===== src/hdl/ffsa_pkg.sv =====
`timescale 1ns / 1ps
// ----------------------------------------------------------------------------
// ffsa_pkg
// Shared transaction types and status codes for the first-fit allocator.
// ----------------------------------------------------------------------------
package ffsa_pkg;

  localparam int unsigned ADDR_BITS = 20;
  localparam int unsigned OFF_W  = ADDR_BITS;
  localparam int unsigned REQ_W  = 20;
  localparam int unsigned CFG_W  = 21;
  localparam int unsigned STAT_W = 2;

  typedef enum logic [0:0] {
    OP_ALLOC = 1'b0,
    OP_FREE  = 1'b1
  } op_t;

  typedef enum logic [STAT_W-1:0] {
    ST_OK       = 2'd0,
    ST_NO_FIT   = 2'd1,
    ST_FULL     = 2'd2,
    ST_BAD_FREE = 2'd3
  } status_t;

  typedef struct packed {
    op_t              opcode;
    logic [REQ_W-1:0] request_bytes;
    logic [OFF_W-1:0] free_offset;
  } in_item_t;

  typedef struct packed {
    logic [OFF_W-1:0] payload_offset;
    status_t          status;
  } out_item_t;

endpackage


===== src/hdl/first_fit_segment_allocator.sv =====
`timescale 1ns / 1ps
// ----------------------------------------------------------------------------
// first_fit_segment_allocator
// First-fit arena allocator keeping an address-ordered segment table in RAM.
// ----------------------------------------------------------------------------
// Usage: pulse start with an allocate or free transaction while busy is low.
// Exactly one result follows, shown for one cycle with out_valid; it cannot
// be stalled. The segment table lives in one synchronous RAM with registered
// read data; a search walks it from entry 0, one entry at a time (read, then
// check). A null free goes straight to the result. An allocate that fits
// shifts the later entries up one by one, writes the remainder after the
// found entry and then the used entry; a free that matches marks the entry
// free, then runs a compacting merge pass over the whole table. busy drops
// in the cycle the result is shown, so the next transaction can be accepted
// there. After reset busy stays high while entry 0 is initialised. A write
// of cfg_arena_bytes (only while idle) reinitialises the table with a single
// write, since only the entry count and entry 0 matter.
// ----------------------------------------------------------------------------
module first_fit_segment_allocator #(
  parameter int unsigned HEADER_BYTES = 16,
  parameter int unsigned MAX_SEGMENTS = 64
) (
  input  logic                        clk,
  input  logic                        rst_n,
  input  logic                        start,
  output logic                        busy,
  input  ffsa_pkg::in_item_t          in_item,
  output logic                        out_valid,
  output ffsa_pkg::out_item_t         out_item,
  input  logic                        cfg_we,
  input  logic [ffsa_pkg::CFG_W-1:0]  cfg_arena_bytes
);
  import ffsa_pkg::*;

  localparam int unsigned IDX_W = $clog2(MAX_SEGMENTS);
  localparam int unsigned CNT_W = $clog2(MAX_SEGMENTS + 1);
  localparam int unsigned VAL_W = ADDR_BITS + 1;
  localparam logic [VAL_W-1:0] HDR = VAL_W'(HEADER_BYTES);
  localparam logic [VAL_W-1:0] LIMIT = VAL_W'(1) << ADDR_BITS;
  localparam logic [VAL_W-1:0] RST_ARENA = VAL_W'(65536);

  typedef struct packed {
    logic [VAL_W-1:0] start;
    logic [VAL_W-1:0] size;
    logic             free;
  } seg_t;

  typedef enum logic [9:0] {
    S_IDLE  = 10'b0000000001,
    S_SRD   = 10'b0000000010,  // search: read issued
    S_SCHK  = 10'b0000000100,  // search: data back
    S_SHRD  = 10'b0000001000,  // shift up: read k-1
    S_SHWR  = 10'b0000010000,  // shift up: write k
    S_SPLIT = 10'b0000100000,  // write remainder at i+1
    S_MRD   = 10'b0001000000,  // merge: read k
    S_MCHK  = 10'b0010000000,  // merge: data back
    S_MFIN  = 10'b0100000000,  // write held entry at i (merge end, or used entry on alloc)
    S_DONE  = 10'b1000000000
  } state_t;

  // Segment table RAM
  seg_t             mem [MAX_SEGMENTS];
  logic             we;
  logic [IDX_W-1:0] waddr, raddr;
  seg_t             wdata, rdata_r;

  always_ff @(posedge clk) begin
    if (we) begin
      mem[waddr] <= wdata;
    end
    rdata_r <= mem[raddr];
  end

  state_t           state_r, state_nxt;
  logic [CNT_W-1:0] cnt_r, cnt_nxt;
  logic [CNT_W-1:0] i_r, i_nxt;        // search index / merge write index
  logic [CNT_W-1:0] k_r, k_nxt;        // shift / merge read index
  seg_t             hold_r, hold_nxt;  // found segment or merge accumulator
  in_item_t         op_r, op_nxt;
  out_item_t        res_r, res_nxt;
  logic             ov_r, ov_nxt;
  logic             init_r;
  logic [VAL_W-1:0] arena_c;
  logic [VAL_W-1:0] need;
  logic [VAL_W-1:0] tgt;

  assign need = VAL_W'(op_r.request_bytes) + HDR;
  assign tgt  = VAL_W'(op_r.free_offset);
  assign arena_c = (cfg_arena_bytes > CFG_W'(LIMIT)) ? LIMIT
                                                     : VAL_W'(cfg_arena_bytes);

  // Control and read-modify-write sequencing
  always_comb begin
    state_nxt = state_r;
    cnt_nxt   = cnt_r;
    i_nxt     = i_r;
    k_nxt     = k_r;
    hold_nxt  = hold_r;
    op_nxt    = op_r;
    res_nxt   = res_r;
    ov_nxt    = 1'b0;
    we        = 1'b0;
    waddr     = '0;
    wdata     = '0;
    raddr     = i_r[IDX_W-1:0];
    case (state_r)
      S_IDLE: begin
        if (cfg_we) begin
          we    = 1'b1;
          wdata = '{start: '0, size: arena_c - HDR, free: 1'b1};
          cnt_nxt = (arena_c < HDR) ? '0 : CNT_W'(1);
        end else if (init_r) begin
          // reset arena: entry 0 covers it, count already one
          we    = 1'b1;
          wdata = '{start: '0, size: RST_ARENA - HDR, free: 1'b1};
        end else if (start) begin
          op_nxt  = in_item;
          i_nxt   = '0;
          res_nxt = '{payload_offset: '0, status: ST_OK};
          if (in_item.opcode == OP_FREE && in_item.free_offset == '0) begin
            state_nxt = S_DONE;
          end else begin
            state_nxt = S_SRD;
          end
        end
      end
      S_SRD: begin
        if (i_r >= cnt_r) begin
          res_nxt.status = (op_r.opcode == OP_ALLOC) ? ST_NO_FIT : ST_BAD_FREE;
          state_nxt = S_DONE;
        end else begin
          raddr = i_r[IDX_W-1:0];
          state_nxt = S_SCHK;
        end
      end
      S_SCHK: begin
        hold_nxt = rdata_r;
        if (op_r.opcode == OP_ALLOC) begin
          if (rdata_r.free && rdata_r.size >= need) begin
            if (cnt_r >= CNT_W'(MAX_SEGMENTS)) begin
              res_nxt.status = ST_FULL;
              state_nxt = S_DONE;
            end else begin
              k_nxt = cnt_r;
              state_nxt = S_SHRD;
            end
          end else begin
            i_nxt = i_r + 1'b1;
            state_nxt = S_SRD;
          end
        end else begin
          if (rdata_r.start + HDR == tgt) begin
            // mark free, then run a compacting merge from entry 0
            we    = 1'b1;
            waddr = i_r[IDX_W-1:0];
            wdata = rdata_r;
            wdata.free = 1'b1;
            i_nxt = '0;
            k_nxt = '0;
            state_nxt = S_MRD;
          end else begin
            i_nxt = i_r + 1'b1;
            state_nxt = S_SRD;
          end
        end
      end
      S_SHRD: begin
        if (k_r > i_r + 1'b1) begin
          raddr = IDX_W'(k_r - 1'b1);
          state_nxt = S_SHWR;
        end else begin
          state_nxt = S_SPLIT;
        end
      end
      S_SHWR: begin
        we    = 1'b1;
        waddr = k_r[IDX_W-1:0];
        wdata = rdata_r;
        k_nxt = k_r - 1'b1;
        state_nxt = S_SHRD;
      end
      S_SPLIT: begin
        // i+1 gets the remainder; i becomes used (written via hold next cycle)
        we    = 1'b1;
        waddr = IDX_W'(i_r + 1'b1);
        wdata = '{start: hold_r.start + need, size: hold_r.size - need, free: 1'b1};
        hold_nxt = '{start: hold_r.start, size: VAL_W'(op_r.request_bytes),
                     free: 1'b0};
        cnt_nxt = cnt_r + 1'b1;
        res_nxt.payload_offset = OFF_W'(hold_r.start + HDR);
        state_nxt = S_MFIN;
      end
      S_MRD: begin
        if (k_r >= cnt_r) begin
          state_nxt = S_MFIN;
        end else begin
          raddr = k_r[IDX_W-1:0];
          state_nxt = S_MCHK;
        end
      end
      S_MCHK: begin
        k_nxt = k_r + 1'b1;
        state_nxt = S_MRD;
        if (k_r == '0) begin
          hold_nxt = rdata_r;
        end else if (hold_r.free && rdata_r.free) begin
          hold_nxt.size = hold_r.size + HDR + rdata_r.size;
        end else begin
          we    = 1'b1;
          waddr = i_r[IDX_W-1:0];
          wdata = hold_r;
          hold_nxt = rdata_r;
          i_nxt = i_r + 1'b1;
        end
      end
      S_MFIN: begin
        we    = 1'b1;
        waddr = i_r[IDX_W-1:0];
        wdata = hold_r;
        if (op_r.opcode == OP_FREE) begin
          cnt_nxt = i_r + 1'b1;
        end
        state_nxt = S_DONE;
      end
      S_DONE: begin
        ov_nxt = 1'b1;
        state_nxt = S_IDLE;
      end
      default: state_nxt = S_IDLE;
    endcase
  end

  always_ff @(posedge clk) begin
    if (!rst_n) begin
      state_r <= S_IDLE;
      cnt_r   <= CNT_W'(1);
      ov_r    <= 1'b0;
      i_r     <= '0;
      k_r     <= '0;
    end else begin
      state_r <= state_nxt;
      cnt_r   <= cnt_nxt;
      ov_r    <= ov_nxt;
      i_r     <= i_nxt;
      k_r     <= k_nxt;
    end
    hold_r <= hold_nxt;
    op_r   <= op_nxt;
    res_r  <= res_nxt;
  end

  // The RAM has no reset: entry 0 is written through the port while init_r
  always_ff @(posedge clk) begin
    if (!rst_n) begin
      init_r <= 1'b1;
    end else begin
      init_r <= 1'b0;
    end
  end

  assign busy      = (state_r != S_IDLE) || init_r;
  assign out_valid = ov_r;
  assign out_item  = res_r;

  // Assertions
  a_cnt_bound: assert property (@(posedge clk) disable iff (!rst_n)
    cnt_r <= CNT_W'(MAX_SEGMENTS)) else $error("segment count overflow");
  a_one_result: assert property (@(posedge clk) disable iff (!rst_n)
    ov_r |=> !ov_r) else $error("back-to-back results");
  a_busy_result: assert property (@(posedge clk) disable iff (!rst_n)
    (state_r == S_DONE) |=> ov_r) else $error("result lost");
  a_ok_offset: assert property (@(posedge clk) disable iff (!rst_n)
    (ov_r && res_r.status != ST_OK) |-> res_r.payload_offset == '0)
    else $error("offset on failed transaction");

endmodule


===== config.mk =====
export PLATFORM = sky130hd
export DESIGN_NAME = first_fit_segment_allocator
export DESIGN_NICKNAME = d
export VERILOG_FILES = /design/src/hdl/ffsa_pkg.sv /design/src/hdl/first_fit_segment_allocator.sv
export SDC_FILE = /design/constraint.sdc
export NUM_CORES = 2
export LEC_CHECK = 0
export BUFFER_PORTS_ARGS = -buffer_cell sky130_fd_sc_hd__buf_2
export CAP_MARGIN = 40
export CELL_PAD_IN_SITES_DETAIL_PLACEMENT = 0
export CELL_PAD_IN_SITES_GLOBAL_PLACEMENT = 1
export CORE_MARGIN = 8
export CORE_UTILIZATION = 24
export DETAILED_ROUTE_END_ITERATION = 12
export GPL_TIMING_DRIVEN = 0
export PLACE_DENSITY = 0.47
export SLEW_MARGIN = 20
export SYNTH_ARGS = -nofsm -noshare
export SYNTH_HDL_FRONTEND = slang
export SYNTH_SLANG_ARGS = --single-unit

===== constraint.sdc =====
create_clock -name clk -period 8.75 [get_ports clk]
set_input_delay 0 -clock clk [delete_from_list [all_inputs] [get_ports clk]]
set_output_delay 0 -clock clk [all_outputs]
set_load 0.01 [all_outputs]

Word level (Yosys, flattened, before mapping)
Memories as Yosys holds them, arrays and structs flattened. A register that Yosys moved wholly into a read port is not among the register bits.
Cells that the tools add are included.

storage, ports and cells
  register bits after elaboration = 139
  bits in latches = 0
  RAM bits = 2752
  ROM bits = 0
  bits of input ports = 66
  output and inout port bits = 24
  logic and storage cells = 160
  memories = 1

cells by class
  add/subtract/negate cells = 12
  $mul = 0
  divide/modulo/power cells = 0
  magnitude comparators = 7
  equality and inequality tests = 28
  shifts and indexed selects = 0
  mux-type cells = 72
  bitwise operators = 3
  reductions and logical operators = 23

memories
  memory  depth  bits a word  rd ports  clocked after Yosys merged registers in  wr ports  RTL line                           text
  mem     64     43           1         1                                        1         first_fit_segment_allocator.sv:62  seg_t mem [MAX_SEGMENTS];

operators with widths
  cell                     number
  $pmux W43 S6             1
  $mux W43                 5
  $pmux W43 S3             1
  $mux W7                  15
  $pmux W10 S9             1
  $mux W22                 4
  $mux W10                 8
  $mux W21                 3
  $pmux W7 S3              3
  $add A21 B21 Y21         2
  $add A21 B5 Y21 const B  2
  $mux W6                  7
  $pmux W20 S2             1
  $pmux W6 S5              1
  $ne A2 B2 Y1 const B     11
  $add A20 B5 Y21 const B  1
  $add A7 B1 Y7 const B    3
  $eq A21 B20 Y1           1
  $ge A21 B21 Y1           1
  $gt A21 B21 Y1 const B   1
  $lt A21 B5 Y1 const B    1
  $sub A21 B21 Y21         1
  $sub A21 B5 Y21 const B  1
  $add A20 B5 Y20 const B  1
  36 further kinds         69

Depth between registers and ports, before layout
  word-level depth = 7
  gate-level depth with buffers = 20
  mapped depth without buffers = 15

Least setup slack after synthesis
No wires, ideal clock.

  kind = flip-flop to flip-flop
  from = reg, netlist name rdata_r[26]
  to = mem mem[17][0] (netlist name) (enable)
  setup time = 0.566 ns
  arrival = 7.622 ns
  data required time = 8.184 ns
  setup slack = 0.563 ns
  stages on the path, launching flop included = 13
  path buffers = 1
  clock period less this slack = 8.187 ns
  path through = dfxtp_1 > ha_1 > nand4_1 > nor4_2 > mux2_2 > mux2i_1 > o21ai_0 > and4_4 > a2111oi_2 > o21ai_0 > or3_1 > clkbuf_1 > nor4b_1

on the way
  word-level cells in the longest chain between the ends = 7
  elaborated cells between the ends (all ways) = 10
  classes of those cells = 1 x add/sub; 1 x eq/ne; 8 x mux

RTL lines
  item                           RTL line                            text
  $add A21 B5 Y21 *              first_fit_segment_allocator.sv:152  if (rdata_r.start + HDR == tgt) begin
  $eq A21 B20 Y1 *               first_fit_segment_allocator.sv:152
  $mux W1                        first_fit_segment_allocator.sv:152
  $mux W1                        first_fit_segment_allocator.sv:138  if (op_r.opcode == OP_ALLOC) begin
  $pmux W1 S4                    first_fit_segment_allocator.sv:106  case (state_r)
  $mux W1                        first_fit_segment_allocator.sv:68   if (we) begin
  $mux W1 (not written as such)  first_fit_segment_allocator.sv:69   mem[waddr] <= wdata;
  end: declaration               first_fit_segment_allocator.sv:62

Every way passes the cells marked *; elsewhere a longest branch is shown, timed or not.

Worst setup path in the final report
  from = reg i_r[2]
  to = reg, netlist name rdata_r[34]

on the way
  word-level cells in the longest chain between the ends = 4
  elaborated cells between the ends (all ways) = 5
  classes of those cells = 1 x add/sub; 1 x order compare; 3 x mux

RTL lines
  item                      RTL line                            text
  start: declaration        first_fit_segment_allocator.sv:76   logic [CNT_W-1:0] i_r, i_nxt;
  start signal: assignment  first_fit_segment_allocator.sv:244  i_r <= i_nxt;
  $add A7 B1 Y7             first_fit_segment_allocator.sv:168  if (k_r > i_r + 1'b1) begin
  $gt A7 B7 Y1              first_fit_segment_allocator.sv:168
  $mux W6                   first_fit_segment_allocator.sv:168
  $pmux W6 S2 *             first_fit_segment_allocator.sv:106

Marked as above.
A chain may end at the register's enable or synchronous reset.

==> impl_metrics.csv <==
group,metric,value,unit
status,status,"completed",
power_and_ir_drop,power_density,221.2,nW/µm²
drt,via_per_inst,4.811,
die,fp.dieW,728.4,µm
placement,dp_hpwl,366300,µm
die,die_h,728.4,µm
synth,synth-simple-area-share,13.99,%
placement,port_buffers,89,
sta,fin_setup_tns,0,ns
power_and_ir_drop,pwr-share-seq,48.9,%
global_routing,grt_max_degree,65,
die,dieArea,530500,µm²
sta,fin_hold_ws,0.1292,ns
clocking,post_cts_resize_count,0,
global_routing,grt_overflow,0,
hold_path,whs_path_depth,4,
clocking,path_clk_slew,0.06,ns
drt,dr.pass1.iters,6,
sta,slew_violations,0,
final_layout,fin_area,149600,µm²
final_layout,drive_gt1_share,12.50,%
power_and_ir_drop,p_int,24.99,mW
drt,vias,82710,
final_layout,area_growth,22.81,%
drt,drt_iter0_markers,8426,
worst_setup_path,crit_type,"flop to flop",
clocking,clkSinkCount,2934,
global_routing,grt_pass1_wl,670700,µm
synth,avgSynthCellArea,13.16,µm²
power_and_ir_drop,totalPowerFinal,33.09,mW
die,core_region_area,505200,µm²
final_layout,finish.utilization,29.61,%
synth,async_flop_share,0,%
clocking,insertion_delay,0.96,ns
drt,wire_per_inst,28.50,µm
clocking,htreeDepth,5,
sta,period_share,89.82,%
synth,synth_compound_area_share,7.481,%
worst_setup_path,critPathCaptureType,"flop",
power_and_ir_drop,ir_drop,0.1334,mV
synth,yosys_warnings,0,
synth,ys.flop_type,"edfxtp_1",
job,cap_viol_max_count,0,
synth,ys_seq_elements,2934,
sta,rsz0062_at_grt,"false",
sta,setup_viol_count_final,0,
synth,synth_top_cell_by_area,"edfxtp_1",
worst_setup_path,reg2reg_from,"i_r[2]$_SDFFE_PN0P_",
die,start_util,24.11,%
drt,wirelength,490000,µm
global_routing,first_global_vias,81300,
global_routing,grt_usage,17.83,%
sta,tightest_slew,1.216,ns
synth,yosys.area_share.adder,1.371,%
sta,fin_crit,7.860,ns
drt,detail-route-antenna-nets,0,
synth,yosys-top-cells-area,"edfxtp_1 70%, nand2_1 7.9%, mux2i_1 2.4%, nand3_1 2.3%, a31oi_1 1.8%",
power_and_ir_drop,power.leakage,54.43,nW
clocking,tritoncts,"done",
sta,fin_skew,0.06570,ns
synth,synth_cell_types,92,
clocking,postCtsSetupBuffers,0,
synth,synth_nets,9449,
worst_setup_path,reg2reg_slack,0.89,ns
clocking,cts_buffers,344,
synth,netlist.area_leader.share,70.47,%
power_and_ir_drop,clkPwrFrac,42.7,%
worst_setup_path,critical_path_arrival,8.60,ns
final_layout,final_common_cell,"edfxtp_1",
worst_setup_path,critPathMaxFanout,11,
die,ios,90,
synth,synth_edf_count,2858,
placement,place_congestion,0.9205,
clocking,cts_hold_buf,96,
hold_path,hold_path.class,"input port to flop",
die,rows,261,
final_layout,finish.net_count,10390,
sta,fmax,127.2,MHz
hold_path,hold-path-endpoint,"k_r[6]$_SDFFE_PN0P_",
worst_setup_path,cp-start-kind,"flop",
power_and_ir_drop,swShare,24.47,%
clocking,cts-root-buf,"clkbuf_16",
synth,synth_xor_area_share,0.7407,%
power_and_ir_drop,switchingPower,8.096,mW
placement,placed_area,137500,µm²
synth,synth_mux_area_share,2.493,%
worst_setup_path,r2r-end,"rdata_r[34]$_DFF_P_",
synth,synth_cells,9253,
synth,seq_area_frac_synth,71.72,%
synth,syn_area,121800,µm²
power_and_ir_drop,pwr-share-comb,8.5,%
worst_setup_path,critPathRequiredTime,9.49,ns
worst_setup_path,reg2regPathDepth,19,
final_layout,layout_common_cells,"2858 x edfxtp_1, 2546 x nand2_1, 562 x nand3_1",
drt,drc,0,
clocking,cts.path.max_buffers,4,
sta,slew_headroom,18.92,%
hold_path,min-delay-start,"rst_n",
synth,synth_top_family_by_area,"simple AND/OR/NAND/NOR gates",
sta,hold_violations,0,
global_routing,antenna_found_initial,56,
[how the worst max path moves through the flow]
| stage | from | to | cells after the start |
|---|---|---|---|
| 3_3_place_gp | state_r[4]$_SDFFE_PN0P_ | mem[2][15]$_DFFE_PP_ | 8 |
| 6_report | i_r[2]$_SDFFE_PN0P_ | rdata_r[34]$_DFF_P_ | 19 |
| 2_1_floorplan | rdata_r[26]$_DFF_P_ | mem[17][0]$_DFFE_PP_ | 12 |
| 4_1_cts | i_r[2]$_SDFFE_PN0P_ | rdata_r[34]$_DFF_P_ | 19 |
| 3_5_place_dp | i_r[2]$_SDFFE_PN0P_ | rdata_r[34]$_DFF_P_ | 19 |
| 5_1_grt | i_r[2]$_SDFFE_PN0P_ | rdata_r[21]$_DFF_P_ | 20 |
[cell type report]
class	count	area, µm²
clock inverters	184	1559
fillers	50900	355600
inverters	75	296.5
diodes	11	27.53
multi-input cells	5659	32660
well taps	6706	8391
repair buffers	598	7480
clock buffers	439	9373
flip-flops and latches	2934	87340
plain buffers	585	2435
[metrics by stage]
| stage | setup slack (ns) | std cells |
|---|---|---|
| after CTS | 0.8581 | 17170 |
| final | 0.8904 | 17190 |
| after global placement | -13.54 | 16050 |
| after floorplan | 0.5627 | 9253 |
| after global routing | 0.6973 | 17180 |
| after detailed placement | 0.8915 | 16450 |
[power groups by stage]
| stage | registers [mW] | clock network [mW] | logic [mW] |
|---|---|---|---|
| floorplan | 16.4 | 0 | 1.12 |
| global placement | 16.7 | 0 | 2.32 |
| detailed placement | 16.5 | 0 | 2.72 |
| CTS | 16.2 | 14.4 | 2.77 |
| global route | 16.2 | 14.9 | 2.97 |
| finish | 16.2 | 14.1 | 2.80 |
[layer usage]
metal | share of wire, % | GRT usage [%] | wire [µm]
met3 | 6.7 | 2.897 | 32740
met4 | 4.0 | 6.152 | 19390
met2 | 45 | 28.50 | 221900
met1 | 44 | 24.49 | 215900
met5 | 0 | 0 | 0
[critical path, cell delays in order, from the launching register on]
cell      delay, ns
dfxtp_1        0.33
clkbuf_1       0.44
and3_1         0.27
nand3_1        0.09
xor2_1         0.48
ha_1           0.25
nand4_1        0.09
and3_1         0.21
clkbuf_1       0.16
a211o_1        0.45
mux2_4         0.37
a21oi_2        0.53
buf_2          0.60
buf_4          0.59
buf_2          0.38
nand3_1        0.13
a32o_1         0.33
a221oi_1       0.76
o22ai_1        0.53
a221o_1        0.57
[cells in the mapped netlist (all sizes together) (76+ instances only)]
cell / n
a21oi: 98
nand3: 567
a221oi: 100
buf: 182
nor2: 161
edfxtp: 2858
a32oi: 170
ha: 127
clkbuf: 403
mux2i: 294
o21ai: 107
dfxtp: 76
nand2: 2556
and3: 355
a31oi: 356
a32o: 82
[sequential cells by signal, indices dropped and copies added (netlist names), 10 cells and up]
register / count
rdata_r: 43
hold_r: 43
out_item: 22
state_r: 10
mem: 2752
op_r: 41
[cells by family after synthesis]
logic type,count (synthesis)
multiplexers,300
AND/OR/NAND/NOR,3908
AO/OA/AOI/OAI,1216
flip-flops,2934
adder cells (fa/ha/maj),132
XOR/XNOR,103
buffers and inverters,660
Power figures use the tool's default switching activity.
